`src/hw/rtl/lphm_pkg.sv`:
```
package lphm_pkg;

    localparam int CAPACITY_DEF   = 1024;
    localparam int HASH_W         = 10;
    localparam int KEY_W          = 64;
    localparam int VAL_W          = 64;
    localparam int CNT_W          = 11;
    localparam int ST_W           = 3;
    localparam int PADDR_W        = 3;
    localparam int PDATA_W        = 32;

    localparam logic [CNT_W-1:0] FILL_LIMIT_RST = 11'd614;

    // register index is paddr[2]
    localparam logic REG_FILL_LIMIT = 1'b0;

    localparam logic FUNC_INSERT = 1'b0;
    localparam logic FUNC_LOOKUP = 1'b1;

    localparam logic [ST_W-1:0] ST_INSERTED  = 3'd0;
    localparam logic [ST_W-1:0] ST_UPDATED   = 3'd1;
    localparam logic [ST_W-1:0] ST_FOUND     = 3'd2;
    localparam logic [ST_W-1:0] ST_NOT_FOUND = 3'd3;
    localparam logic [ST_W-1:0] ST_FULL      = 3'd4;
    localparam logic [ST_W-1:0] ST_ZERO_KEY  = 3'd5;

    typedef struct packed {
        logic              func;
        logic [KEY_W-1:0]  key;
        logic [VAL_W-1:0]  value;
        logic [HASH_W-1:0] hash_index;
    } t_req;

    typedef struct packed {
        logic [ST_W-1:0]  status;
        logic [VAL_W-1:0] found_value;
        logic [CNT_W-1:0] entry_count;
    } t_rsp;

    typedef struct packed {
        logic key_we;
        logic val_we;
    } t_wr_ctl;

    typedef struct packed {
        logic hit;
        logic empty;
        logic last_probe;
        logic at_end;
    } t_probe_res;

    typedef enum logic [1:0] {
        S_CLEAR,
        S_IDLE,
        S_REDUCE,
        S_PROBE
    } t_state;

endpackage

```
`src/hw/rtl/lphm_probe.sv`:
```
module lphm_probe #(
    parameter int CAPACITY = lphm_pkg::CAPACITY_DEF
) (
    input  logic [$clog2(CAPACITY)-1:0] i_idx,
    input  logic [$clog2(CAPACITY)-1:0] i_cnt,
    input  logic [lphm_pkg::KEY_W-1:0]  i_stored_key,
    input  logic [lphm_pkg::KEY_W-1:0]  i_key,
    output logic [$clog2(CAPACITY)-1:0] o_next_idx,
    output logic [$clog2(CAPACITY)-1:0] o_next_cnt,
    output lphm_pkg::t_probe_res        o_res
);

    localparam int IDX_W = $clog2(CAPACITY);
    localparam logic [IDX_W-1:0] LAST_SLOT = IDX_W'(CAPACITY - 1);

    always_comb begin
        o_res.hit        = (i_stored_key == i_key);
        o_res.empty      = (i_stored_key == '0);
        o_res.at_end     = (i_idx == LAST_SLOT);
        o_res.last_probe = (i_cnt == LAST_SLOT);
        o_next_idx       = o_res.at_end ? '0 : i_idx + IDX_W'(1);
        o_next_cnt       = i_cnt + IDX_W'(1);
    end

endmodule

```
`config.mk`:
```
export PLATFORM = sky130hd
export DESIGN_NAME = lphm_probe
export DESIGN_NICKNAME = d
export VERILOG_FILES = /design/src/hw/rtl/lphm_pkg.sv /design/src/hw/rtl/lphm_probe.sv
export SDC_FILE = /design/constraint.sdc
export NUM_CORES = 1
export LEC_CHECK = 0
export BUFFER_PORTS_ARGS = -buffer_cell sky130_fd_sc_hd__clkbuf_2
export CORE_AREA = 2 2 66 68
export DETAILED_ROUTE_END_ITERATION = 16
export DIE_AREA = 0 0 68 70
export MAX_ROUTING_LAYER = met4
export PLACE_DENSITY_LB_ADDON = 0.15
export SETUP_SLACK_MARGIN = 0.15
export SLEW_MARGIN = 20
export SYNTH_ARGS = -nofsm -noshare
export SYNTH_HDL_FRONTEND = slang
export SYNTH_SLANG_ARGS = --single-unit
```
`constraint.sdc`:
```
create_clock -name vclk -period 2.9
set_clock_uncertainty 0.1 [all_clocks]
set_input_delay 0.145 -clock vclk [all_inputs]
set_output_delay 0.145 -clock vclk [all_outputs]
set_load 0.02 [all_outputs]
```
==> metrics <==
outcome=completed; Sw Share=0.513; Slew headroom=0.632; design area=approximately 0.0021 mm^2; CP cell instances=clkbuf_2 -> xor2_1 -> nor4_1 -> nand4_1 -> nor4_2 -> clkbuf_2; crit end category=output port; Crit-path slowest cell=nor4_1; final total power=0.288 mW; crit path from=i_key[3]; largest net degree at the start of global routing=7; vias=1,811; minimum clock period=between 1500 and 2000 ps; Flop pwr share=0; Setup violations, final=0; Post-layout nets=482; antenna violations before repair=0; Starting Density=0.281; HP Start=i_cnt[9]; number of sequential cells=0; Worst Max-Slew Pin Slew=between 500 and 600 ps; register area share after synthesis=0; share of cells above drive strength 1=0.524; # IOs=172; net switching power=roughly 0.15 mW; HPWL Detailed=roughly 4800 um; Comb pwr share=1.000; sum of negative setup slack=0 ps; RSZ-0062 raised after global routing=false; post-synth top area share=0.548; Die ar.=0.00476 mm^2; GRT Overall Usage=0.216; Distinct cells, synth=18; Final GP Congestion=0.788; Area contributors post-synth=xor2_1 (55%), nor4_1 (18%), nand4_1 (4.8%); core area=around 0.0041 mm^2; post-place instance area=0.00209 mm^2; hold path cells=3; Port Buffers=172; drt drc=0; Mapped Cells=159; Core Util, Final=0.504; warnings from Yosys=0; vias per cell=about 4.7; Die W=68 um; syn nets=309; Hold EP=o_next_cnt[9]; Achievable Freq=between 0.5 and 0.6 GHz; CP max stage delay=520 ps; critical path startpoint category=input pin; Hold Path Class=in2out; Lkg Pwr=1.15 nW; internal power=0.140 mW; vias in the first global route=1,879; register area=0 um^2; period utilization=0.632; final hold vios=0; Area Overhead vs Synth=79.0%; WP data required=2650 ps; VDD IR max=between 0.05 and 0.06 mV; DIE HEIGHT=around 70 um; Clk pwr share=0; post-route antenna net violation count=0; drt wl/cell=13.2 um; WS Path Type=in2out; most frequent CP cell=clkbuf_2; drt initial violations=59; Clock buffer cells=0; Synth area leader=xor2_1; first-pass GRT wire length=around 8000 um; Slew Limit Fails=0; GRT overflow=0; Syn Area/Cell=7.33 um^2; Critical Path AT=1590 ps; final worst slack=1070 ps; setup bufs post-CTS=0; crit path max fanout=1; Mapped Area=0.00117 mm^2; pre-CTS setup slack=1150 ps; Pre-Repair DR Iteration Count=4; Rows=24; Detailed Route WL=5040 um; post_cts resized=0; antenna cells=0; CTS hold repair buffers=0; PD cells=138 mW/mm^2; MaxCap Viol Count=0
worst max path at each step:
| stage | cells past startpoint | slack (ps) | to |
|---|---|---|---|
| after detailed placement | 6 | 1150 | o_res[3] |
| after global routing | 6 | 1020 | o_res[3] |
| after global placement | 6 | 1150 | o_res[3] |
| after floorplan | 6 | 1410 | o_next_idx[1] |
| after CTS | 6 | 1140 | o_res[3] |
| final | 6 | 1070 | o_res[3] |
synthesized netlist by cell type (all sizes together):
| library cell | instances |
|---|---|
| nand3 | 7 |
| nor4 | 34 |
| and3 | 3 |
| and4 | 2 |
| inv | 2 |
| nand2 | 7 |
| nor3 | 1 |
| ha | 2 |
| xor2 | 73 |
| nand4 | 9 |
| nand2b | 1 |
| nor2b | 1 |
| nor2 | 8 |
| o31ai | 1 |
| buf | 1 |
| xnor2 | 6 |
| a211o | 1 |
stage by stage:
stage,cells,hold slack [ps]
6_report,382,489
5_1_grt,382,515
4_1_cts,382,490
3_5_place_dp,382,489
3_3_place_gp,382,489
2_1_floorplan,159,267
cell families (layout without fill, tap and decap cells):
family / Yosys count / count (layout) / synth area share
fa+ha+maj: 2 / 2 / 0.0215
buf+inv: 3 / 174 / 0.0107
xor+xnor: 79 / 79 / 0.593
compound gates: 2 / 2 / 0.0140
simple gates: 73 / 73 / 0.361
power groups by stage:
stage	registers, mW	logic [mW]	clock network, mW
finish	0	0.288	0
global route	0	0.320	0
detailed placement	0	0.289	0
floorplan	0	0.117	0
global placement	0	0.287	0
CTS	0	0.291	0
final cells by class:
| type | instances | area (um^2) |
|---|---|---|
| inverters | 2 | 7.51 |
| repair buffers | 172 | 861 |
| well taps | 52 | 65.1 |
| fillers | 456 | 2060 |
| multi-input cells | 156 | 1150 |
layout by cell type, fill, tap and decap left out, drive strengths merged:
| cell type | n |
|---|---|
| nand3 | 7 |
| nand2b | 1 |
| ha | 2 |
| and3 | 3 |
| xnor2 | 6 |
| o31ai | 1 |
| nor2b | 1 |
| nand4 | 9 |
| nand2 | 7 |
| and4 | 2 |
| clkbuf | 172 |
| nor3 | 1 |
| inv | 2 |
| a211o | 1 |
| nor4 | 34 |
| xor2 | 73 |
| nor2 | 8 |
metal layers:
metal,vias up,part of all wire,track usage
li1,937,-,-
met1,772,0.39,0.254
met2,100,0.52,0.410
met4,0,0.0069,0.0178
met3,2,0.086,0.00966
met5,-,0,-
worst max-delay path, delay by kind of cell:
family	cells	cell delay, ps
simple gates	3	1000
buf+inv	2	300
xor+xnor	1	150
(Power assumes the default switching activity.)
