File: config.mk
export PLATFORM = sky130hd
export DESIGN_NAME = lphm_seq
export DESIGN_NICKNAME = d
export VERILOG_FILES = /design/src/hw/rtl/lphm_pkg.sv /design/src/hw/rtl/lphm_seq.sv
export SDC_FILE = /design/constraint.sdc
export NUM_CORES = 1
export LEC_CHECK = 0
export BUFFER_PORTS_ARGS = -buffer_cell sky130_fd_sc_hd__clkbuf_2
export CAP_MARGIN = 20
export CORE_AREA = 2 2 241 243
export DETAILED_ROUTE_END_ITERATION = 8
export DIE_AREA = 0 0 243 245
export GPL_TIMING_DRIVEN = 0
export PLACE_DENSITY = 0.54
export SYNTH_ARGS = -nofsm -noshare
export SYNTH_HDL_FRONTEND = slang
export SYNTH_SLANG_ARGS = --single-unit
File: constraint.sdc
create_clock -name i_clk -period 8.73 [get_ports i_clk]
set_input_delay 1.3095 -clock i_clk [delete_from_list [all_inputs] [get_ports i_clk]]
set_output_delay 1.3095 -clock i_clk [all_outputs]
set_load 0.02 [all_outputs]
File: src/hw/rtl/lphm_pkg.sv
package lphm_pkg;

    localparam int CAPACITY_DEF   = 1024;
    localparam int HASH_W         = 10;
    localparam int KEY_W          = 64;
    localparam int VAL_W          = 64;
    localparam int CNT_W          = 11;
    localparam int ST_W           = 3;
    localparam int PADDR_W        = 3;
    localparam int PDATA_W        = 32;

    localparam logic [CNT_W-1:0] FILL_LIMIT_RST = 11'd614;

    // register index is paddr[2]
    localparam logic REG_FILL_LIMIT = 1'b0;

    localparam logic FUNC_INSERT = 1'b0;
    localparam logic FUNC_LOOKUP = 1'b1;

    localparam logic [ST_W-1:0] ST_INSERTED  = 3'd0;
    localparam logic [ST_W-1:0] ST_UPDATED   = 3'd1;
    localparam logic [ST_W-1:0] ST_FOUND     = 3'd2;
    localparam logic [ST_W-1:0] ST_NOT_FOUND = 3'd3;
    localparam logic [ST_W-1:0] ST_FULL      = 3'd4;
    localparam logic [ST_W-1:0] ST_ZERO_KEY  = 3'd5;

    typedef struct packed {
        logic              func;
        logic [KEY_W-1:0]  key;
        logic [VAL_W-1:0]  value;
        logic [HASH_W-1:0] hash_index;
    } t_req;

    typedef struct packed {
        logic [ST_W-1:0]  status;
        logic [VAL_W-1:0] found_value;
        logic [CNT_W-1:0] entry_count;
    } t_rsp;

    typedef struct packed {
        logic key_we;
        logic val_we;
    } t_wr_ctl;

    typedef struct packed {
        logic hit;
        logic empty;
        logic last_probe;
        logic at_end;
    } t_probe_res;

    typedef enum logic [1:0] {
        S_CLEAR,
        S_IDLE,
        S_REDUCE,
        S_PROBE
    } t_state;

endpackage

File: src/hw/rtl/lphm_seq.sv
module lphm_seq #(
    parameter int CAPACITY = lphm_pkg::CAPACITY_DEF
) (
    input  logic                        i_clk,
    input  logic                        i_rst_n,
    input  logic                        i_start,
    input  lphm_pkg::t_req              i_req,
    input  logic [lphm_pkg::CNT_W-1:0]  i_fill_limit,
    input  logic [lphm_pkg::KEY_W-1:0]  i_rkey,
    input  logic [lphm_pkg::VAL_W-1:0]  i_rval,
    input  logic [$clog2(CAPACITY)-1:0] i_next_idx,
    input  logic [$clog2(CAPACITY)-1:0] i_next_cnt,
    input  lphm_pkg::t_probe_res        i_pres,
    output logic [$clog2(CAPACITY)-1:0] o_idx,
    output logic [$clog2(CAPACITY)-1:0] o_cnt,
    output logic [lphm_pkg::KEY_W-1:0]  o_key,
    output lphm_pkg::t_wr_ctl           o_wr,
    output logic [$clog2(CAPACITY)-1:0] o_waddr,
    output logic [lphm_pkg::KEY_W-1:0]  o_wkey,
    output logic [lphm_pkg::VAL_W-1:0]  o_wval,
    output logic [$clog2(CAPACITY)-1:0] o_raddr,
    output logic                        o_busy,
    output logic                        o_done,
    output lphm_pkg::t_rsp              o_rsp
);

    localparam int IDX_W = $clog2(CAPACITY);
    localparam int RW    = (IDX_W > lphm_pkg::HASH_W) ? IDX_W : lphm_pkg::HASH_W;
    localparam int CW    = RW + 1;

    lphm_pkg::t_state            r_state, n_state;
    logic [IDX_W-1:0]            r_idx, n_idx;
    logic [IDX_W-1:0]            r_cnt, n_cnt;
    logic [RW-1:0]               r_red, n_red;
    lphm_pkg::t_req              r_req, n_req;
    logic [lphm_pkg::CNT_W-1:0]  r_count, n_count;
    logic                        r_done, n_done;
    lphm_pkg::t_rsp              r_rsp, n_rsp;

    always_ff @(posedge i_clk) begin
        if (!i_rst_n) begin
            r_state <= lphm_pkg::S_CLEAR;
            r_idx   <= '0;
            r_count <= '0;
            r_done  <= 1'b0;
        end else begin
            r_state <= n_state;
            r_idx   <= n_idx;
            r_count <= n_count;
            r_done  <= n_done;
        end
    end

    always_ff @(posedge i_clk) begin
        r_cnt <= n_cnt;
        r_red <= n_red;
        r_req <= n_req;
        r_rsp <= n_rsp;
    end

    always_comb begin
        n_state = r_state;
        n_idx   = r_idx;
        n_cnt   = r_cnt;
        n_red   = r_red;
        n_req   = r_req;
        n_count = r_count;
        n_done  = 1'b0;
        n_rsp   = r_rsp;
        o_wr    = '0;
        o_waddr = r_idx;
        o_wkey  = r_req.key;
        o_wval  = r_req.value;
        o_raddr = r_idx;

        case (r_state)
            lphm_pkg::S_CLEAR: begin
                // sweep the key memory to empty, one slot a cycle
                o_wr.key_we = 1'b1;
                o_wkey      = '0;
                n_idx       = i_next_idx;
                if (i_pres.at_end) begin
                    n_state = lphm_pkg::S_IDLE;
                end
            end
            lphm_pkg::S_IDLE: begin
                if (i_start) begin
                    n_req = i_req;
                    if (i_req.key == '0) begin
                        n_done            = 1'b1;
                        n_rsp.status      = lphm_pkg::ST_ZERO_KEY;
                        n_rsp.found_value = '0;
                        n_rsp.entry_count = r_count;
                    end else begin
                        n_red   = RW'(i_req.hash_index);
                        n_state = lphm_pkg::S_REDUCE;
                    end
                end
            end
            lphm_pkg::S_REDUCE: begin
                // start slot is the hash index modulo the capacity
                if ({1'b0, r_red} >= CW'(CAPACITY)) begin
                    n_red = r_red - RW'(CAPACITY);
                end else begin
                    o_raddr = r_red[IDX_W-1:0];
                    n_idx   = r_red[IDX_W-1:0];
                    n_cnt   = '0;
                    n_state = lphm_pkg::S_PROBE;
                end
            end
            lphm_pkg::S_PROBE: begin
                // read the next slot ahead so a miss moves on without waiting for a read
                o_raddr           = i_next_idx;
                n_rsp.found_value = '0;
                if (i_pres.hit || i_pres.empty || i_pres.last_probe) begin
                    n_done  = 1'b1;
                    n_state = lphm_pkg::S_IDLE;
                    if (i_pres.hit) begin
                        if (r_req.func == lphm_pkg::FUNC_INSERT) begin
                            o_wr.val_we  = 1'b1;
                            n_rsp.status = lphm_pkg::ST_UPDATED;
                        end else begin
                            n_rsp.status      = lphm_pkg::ST_FOUND;
                            n_rsp.found_value = i_rval;
                        end
                    end else if (r_req.func == lphm_pkg::FUNC_LOOKUP) begin
                        n_rsp.status = lphm_pkg::ST_NOT_FOUND;
                    end else if (i_pres.empty && (r_count < i_fill_limit)) begin
                        o_wr.key_we  = 1'b1;
                        o_wr.val_we  = 1'b1;
                        n_count      = r_count + lphm_pkg::CNT_W'(1);
                        n_rsp.status = lphm_pkg::ST_INSERTED;
                    end else begin
                        n_rsp.status = lphm_pkg::ST_FULL;
                    end
                    n_rsp.entry_count = n_count;
                end else begin
                    n_idx = i_next_idx;
                    n_cnt = i_next_cnt;
                end
            end
            default: begin
                n_state = lphm_pkg::S_IDLE;
            end
        endcase
    end

    assign o_idx  = r_idx;
    assign o_cnt  = r_cnt;
    assign o_key  = r_req.key;
    assign o_busy = (r_state != lphm_pkg::S_IDLE);
    assign o_done = r_done;
    assign o_rsp  = r_rsp;

endmodule

==> results of run 1 <==
## area by class of cell
type | count | area, um2 | area share (%)
Timing Repair Buffer | 563 | 2910 | 18.0
Inverter | 27 | 101 | 0.629
Clock inverter | 22 | 332 | 2.06
Buffer | 180 | 1220 | 7.56
Clock buffer | 34 | 786 | 4.87
Multi-Input combinational cell | 383 | 2530 | 15.7
Tap cell | 765 | 957 | 5.94
Sequential cell | 251 | 7300 | 45.3
## through the flow
step / TNS (ns) / utilization, % / std cells / hold WS (ns)
floorplan: 0 / - / 841 / 0.490
detailed placement: 0 / 26.3 / 2168 / 0.535
CTS: 0 / 28.3 / 2224 / 0.543
finish: 0 / 28.3 / 2225 / 0.537
global route: 0 / 28.3 / 2225 / 0.561
global placement: -76.77 / 26.0 / 2160 / 0.530
## routing by layer
| metal | share of wire [%] | GRT usage (%) | vias up |
|---|---|---|---|
| met5 | 0.027 | 0 | - |
| met4 | 3.0 | 4.20 | 2 |
| met3 | 7.8 | 3.54 | 63 |
| met2 | 50 | 22.3 | 407 |
| met1 | 39 | 14.9 | 4308 |
| li1 | - | - | 4144 |
## synth_stat cells (2+ instances only)
library cell	n
o32a_1	7
nor4_1	24
buf_4	140
and3_1	67
o21ai_0	6
a211oi_1	11
a22oi_1	10
or4_1	10
inv_1	27
nor2_1	23
and2_1	11
nand4_1	16
edfxtp_1	227
or3_1	3
buf_1	2
or2_2	3
buf_2	2
nand2b_1	4
o31ai_1	16
a21oi_1	16
nand2_1	32
nand3_1	11
o211a_1	2
clkbuf_1	34
ha_1	17
mux2i_1	10
nor2b_1	64
dfxtp_1	24
buf_6	2
## flip-flops by register name, indices dropped and copies added (netlist names)
register and flops:
r_state 2, r_red 10, o_idx 10, r_req 1, o_done 1, o_cnt 10
r_count 11, o_rsp 78, o_key 64, o_wval 64
## final timing paths
check | from | to | slack (ns) | cells after the start
min reg2reg | o_idx[5] | o_idx[5] | 0.54 | 2
max | i_fill_limit[10] | o_wr[0] | 4.02 | 11
min | o_idx[5] | o_idx[5] | 0.54 | 2
max reg2reg | r_state[1] | o_rsp[7] | 5.50 | 5
## cell families (layout without fill, tap and decap cells)
group,count (synthesis),in the layout
and+or+nand+nor,270,270
DFF,251,251
buffers and inverters,207,826
AOI/OAI and AO/OA,86,86
adders and majority gates,17,17
muxes,10,10
## power breakdown
| part | leakage, nW | switching (W) | internal (W) |
|---|---|---|---|
| sequential | 2.37 | 0.0000775 | 0.00150 |
| combinational | 4.33 | 0.000883 | 0.000451 |
| clock | 0.546 | 0.000542 | 0.000859 |
## worst max-delay path: cells and delay by family
| kind | cells | cell delay [ns] |
|---|---|---|
| AOI/OAI and AO/OA | 1 | 0.20 |
| adders and majority gates | 1 | 0.31 |
| buffers and inverters | 5 | 0.64 |
| and+or+nand+nor | 4 | 0.94 |
==> flow_metrics.env, run 1 <==
export IMPL_status="finished clean"
export IMPL_rsz0062_at_grt="false"
export IMPL_crit_fanout=10
export IMPL_fin_total_pwr_w=0.00432
export IMPL_power_leakage_nw=7.24
export IMPL_postRouteAntennaNets=0
export IMPL_final_nets=1758
export IMPL_ys_flop_type="edfxtp_1"
export IMPL_synth_fa_ha_area_share_pct=1.91
export IMPL_clk_pin_slew_ns=0.06
export IMPL_grt_pass1_wl_um=57000
export IMPL_final_period_utilization_pct=54.0
export IMPL_post_drt_wl_per_cell_um=18.2
export IMPL_ys_top_cells_by_area="edfxtp_1 61%, buf_4 9.5%, dfxtp_1 4.3%"
export IMPL_syn_num_nets=1163
export IMPL_dieArea_um2=59500
export IMPL_cts_hold_buf=0
export IMPL_min_period_ns=4.71
export IMPL_power_density_nw_per_um2=268
export IMPL_routed_via_density=4.01
export IMPL_end_kind="output pin"
export IMPL_layout_drive_gt1_share_pct=52.7
export IMPL_cp_cell_sequence="clkbuf_2 > inv_1 > ha_1 > nand3_1 > or4_1 > nor2_1 > buf_4 > buf_6 > nor2_1 > o21a_1 > clkbuf_2"
export IMPL_hold_viol=0
export IMPL_dpl_cell_area_um2=15000
export IMPL_place_ws_ns=3.58
export IMPL_crit_required_ns=7.42
export IMPL_rows=88
export IMPL_htree_levels=1
export IMPL_relSlewSlack_pct=39.4
export IMPL_antenna_cells=0
export IMPL_tritoncts="built"
export IMPL_num_vias=8924
export IMPL_synth_top_family_by_area="simple AND/OR/NAND/NOR gates"
export IMPL_maxCapViolCount=0
export IMPL_peakVddDrop_mv=0.148
export IMPL_grt_pass1_vias=8875
export IMPL_max_slew_worst_pin_slew_ns=0.904
export IMPL_antenna_found_initial=3
export IMPL_path_class="input port to output pin"
export IMPL_drt_wl_total_um=40600
export IMPL_synth_cell_type_count=49
export IMPL_finalWeightedCongestion=0.922
export IMPL_first_pass_iters=5
export IMPL_fin_ws_ns=4.02
export IMPL_cts_inserted_buffers=30
export IMPL_synthSimpleGateAreaFrac_pct=14.0
export IMPL_track_usage_pct=12.7
export IMPL_final_cell_mix="554 x clkbuf_2, 227 x edfxtp_1, 142 x buf_4, 67 x and3_1, 64 x nor2b_1"
export IMPL_core_area_um2=57000
export IMPL_fill_cells=6000
export IMPL_synth_edff_count=227
export IMPL_synth_compound_area_share_pct=5.73
export IMPL_grt_start_max_net_pins=65
export IMPL_critPathMaxStageDelay_ns=0.60
export IMPL_start_kind="input port"
export IMPL_cts_sinks=251
export IMPL_netlist_area_um2=11100
export IMPL_cts_root_buf="clkbuf_16"
export IMPL_setup_violations_final=0
export IMPL_syn_to_final_growth_pct=45.0
export IMPL_crit_arrival_ns=3.41
export IMPL_numPortBuffers=554
export IMPL_drc=0
export IMPL_syn_inst=841
export IMPL_synth_seq_area_share_pct=65.6
export IMPL_cts_resized=0
export IMPL_drv_slew=0
export IMPL_fin_area_um2=16100
export IMPL_die_h_um=245
export IMPL_syn_avg_cell_area_um2=13.2
export IMPL_fin_skew_ns=0.0317
export IMPL_layout_commonest_cell="clkbuf_2"
export IMPL_drtIter0Drc=389
export IMPL_gr_total_overflow=0
export IMPL_dpl_hpwl_um=32500
export IMPL_synth_top_area_share_pct=61.3
export IMPL_synth_seq_cells=251
export IMPL_fmax_mhz=212
export IMPL_post_cts_setup_buffers=0
export IMPL_clk_latency_ns=0.60
export IMPL_start_util_pct=19.5
export IMPL_synth_largest_area_cell="edfxtp_1"
export IMPL_clockBufferDepth=3
export IMPL_critPathSlowestCell="or4_1"
export IMPL_ys_warn_count=0
export IMPL_synth_xor_area_share_pct=0
export IMPL_min_path_type="register to register"
export IMPL_post_synth_mux_area_share_pct=0.900
export IMPL_die_x_um=243
export IMPL_io_pins=619
export IMPL_async_flop_share_pct=0
(Power assumes the default switching activity.)
==> run 2: changes to the inputs <==
- PLACE_DENSITY: 0.54 -> 0.53
- clock period: 8.73 -> 4.62 ns (I/O delays scaled with it)
==> run 2 against run 1 <==
Effect of this change: global-route usage rose by 0.27 points; first-iteration DRC count grew 55%; final cell count about the same; sequential share of layout area grew 0.58 points; clock power is 61% higher; non-clock buffer count unchanged; count of clock-buffer cells in the layout rose by 6; sequential power up 89%; critical path depth fell by 4; via count grew 0.17%; critical endpoint is now o_wr[1]; largest cell class unchanged; largest power group unchanged; highest routed layer unchanged.
==> flow_metrics.env, run 2 (same netlist as run 1, synthesis figures left out) <==
export IMPL_status="finished clean"
export IMPL_path_class="register to output pin"
export IMPL_grt_pass1_vias=8789
export IMPL_fin_area_um2=15900
export IMPL_core_area_um2=57000
export IMPL_drv_slew=0
export IMPL_final_period_utilization_pct=79.5
export IMPL_maxCapViolCount=0
export IMPL_dpl_cell_area_um2=15000
export IMPL_track_usage_pct=13.0
export IMPL_crit_fanout=8
export IMPL_die_h_um=245
export IMPL_fin_skew_ns=0.0130
export IMPL_ff_latch_area_um2=7300
export IMPL_gr_total_overflow=0
export IMPL_multi_input_area_um2=2520
export IMPL_tritoncts="built"
export IMPL_power_density_nw_per_um2=488
export IMPL_ff2ff_setup_slack_ns=1.45
export IMPL_min_path_type="input port to register"
export IMPL_cts_root_buf="clkbuf_16"
export IMPL_die_x_um=243
export IMPL_hold_end="o_wval[32]"
export IMPL_min_period_ns=3.67
export IMPL_grt_pass1_wl_um=57700
export IMPL_relSlewSlack_pct=25.8
export IMPL_final_nets=1757
export IMPL_cp_cell_sequence="ha_1 > nand3_1 > or4_1 > o211a_1 > a21oi_1 > nor2_1 > clkbuf_2"
export IMPL_first_pass_iters=7
export IMPL_fill_cells=6017
export IMPL_start_kind="register"
export IMPL_postRouteAntennaNets=0
export IMPL_rsz0062_at_grt="false"
export IMPL_num_vias=8939
export IMPL_instances_no_fill=2224
export IMPL_largest_register_ffs=78
export IMPL_crit_required_ns=3.93
export IMPL_hold_viol=0
export IMPL_drtIter0Drc=604
export IMPL_finalWeightedCongestion=0.922
export IMPL_clk_pin_slew_ns=0.06
export IMPL_cts_sinks=251
export IMPL_syn_to_final_growth_pct=43.2
export IMPL_end_kind="output pin"
export IMPL_clockBufferDepth=3
export IMPL_cts_inserted_buffers=29
export IMPL_reg2reg_from="r_state[0]"
export IMPL_dp_cells=2168
export IMPL_hold_start="i_req[42]"
export IMPL_m1WireLength_um=16200
export IMPL_max_slew_worst_pin_slew_ns=1.10
export IMPL_peakVddDrop_mv=0.265
export IMPL_rows=88
export IMPL_clk_latency_ns=0.58
export IMPL_power_leakage_nw=7.15
export IMPL_start_util_pct=19.5
export IMPL_numPortBuffers=554
export IMPL_post_cts_setup_buffers=0
export IMPL_dr_max_layer_used="met5"
export IMPL_routed_via_density=4.02
export IMPL_cts_resized=0
export IMPL_r2r_end="o_rsp[77]"
export IMPL_dr_wl_met3_um=3090
export IMPL_drc=0
export IMPL_met2_length_um=20500
export IMPL_critPathMaxStageDelay_ns=0.60
export IMPL_critPathSlowestCell="or4_1"
export IMPL_htree_levels=1
export IMPL_grt_start_max_net_pins=65
export IMPL_dpl_hpwl_um=33300
export IMPL_io_pins=619
export IMPL_r2r_worst_path_cells=5
export IMPL_post_drt_wl_per_cell_um=18.6
export IMPL_layout_drive_gt1_share_pct=51.9
export IMPL_fin_total_pwr_w=0.00777
export IMPL_fmax_mhz=272
export IMPL_antenna_found_initial=5
export IMPL_cts_hold_buf=0
export IMPL_crit_arrival_ns=2.98
export IMPL_layout_commonest_cell="clkbuf_2"
export IMPL_drt_wl_total_um=41300
export IMPL_dieArea_um2=59500
export IMPL_holdPathStages=1
export IMPL_setup_violations_final=0
export IMPL_final_cell_mix="554 x clkbuf_2, 227 x edfxtp_1, 142 x buf_4, 67 x and3_1, 64 x nor2b_1"
-- run 2: layout make-up --
class,count,area share [%]
timing repair buffer,563,18.3
multi-input combinational,383,15.8
tap,765,6.01
antenna,2,0.0314
inverter,27,0.637
clock inverter,13,0.825
sequential,251,45.8
buffer,180,7.65
clock buffer,40,4.88
-- run 2: power by group --
group          switching (W)  leakage [nW]  internal [W]
logic                0.00168          4.33      0.000853
registers           0.000141          2.37       0.00284
clock network       0.000966         0.447       0.00129
-- run 2: routing by layer --
| metal | vias up | GRT usage, % |
|---|---|---|
| li1 | 4155 | - |
| met1 | 4337 | 15.1 |
| met2 | 375 | 22.5 |
| met3 | 70 | 3.63 |
| met4 | 2 | 5.11 |
| met5 | - | 0 |
-- run 2: how the worst max path moves through the flow --
stage                      endpoint  slack, ns         from  cells after the start
final                       o_wr[1]       0.95  r_count[10]                      7
after global routing        o_wr[0]       0.81  r_count[10]                      9
after CTS                   o_wr[1]       0.43   r_count[6]                      7
after detailed placement   o_rsp[6]       0.65    i_req[88]                      7
after global placement    o_rsp[49]      -1.33      i_start                      5
after floorplan           o_rsp[11]       0.25   r_state[1]                      6
-- run 2: stage by stage --
| stage | TNS (ns) | hold WS (ns) | setup WS, ns | util, % |
|---|---|---|---|---|
| floorplan | 0 | 0.490 | 0.250 | - |
| global placement | -102.20 | 0.528 | -1.33 | 26.1 |
| detailed placement | 0 | 0.532 | 0.652 | 26.3 |
| CTS | 0 | 0.246 | 0.428 | 27.9 |
| global route | 0 | 0.248 | 0.809 | 27.9 |
| finish | 0 | 0.288 | 0.946 | 27.9 |
-- run 2: worst max-delay path: cells and delay by family (launching register included) --
kind	cells	cell delay, ns
AOI/OAI and AO/OA	2	0.71
adders and majority gates	1	0.35
DFF	1	0.37
buffers and inverters	1	0.18
and+or+nand+nor	3	0.80
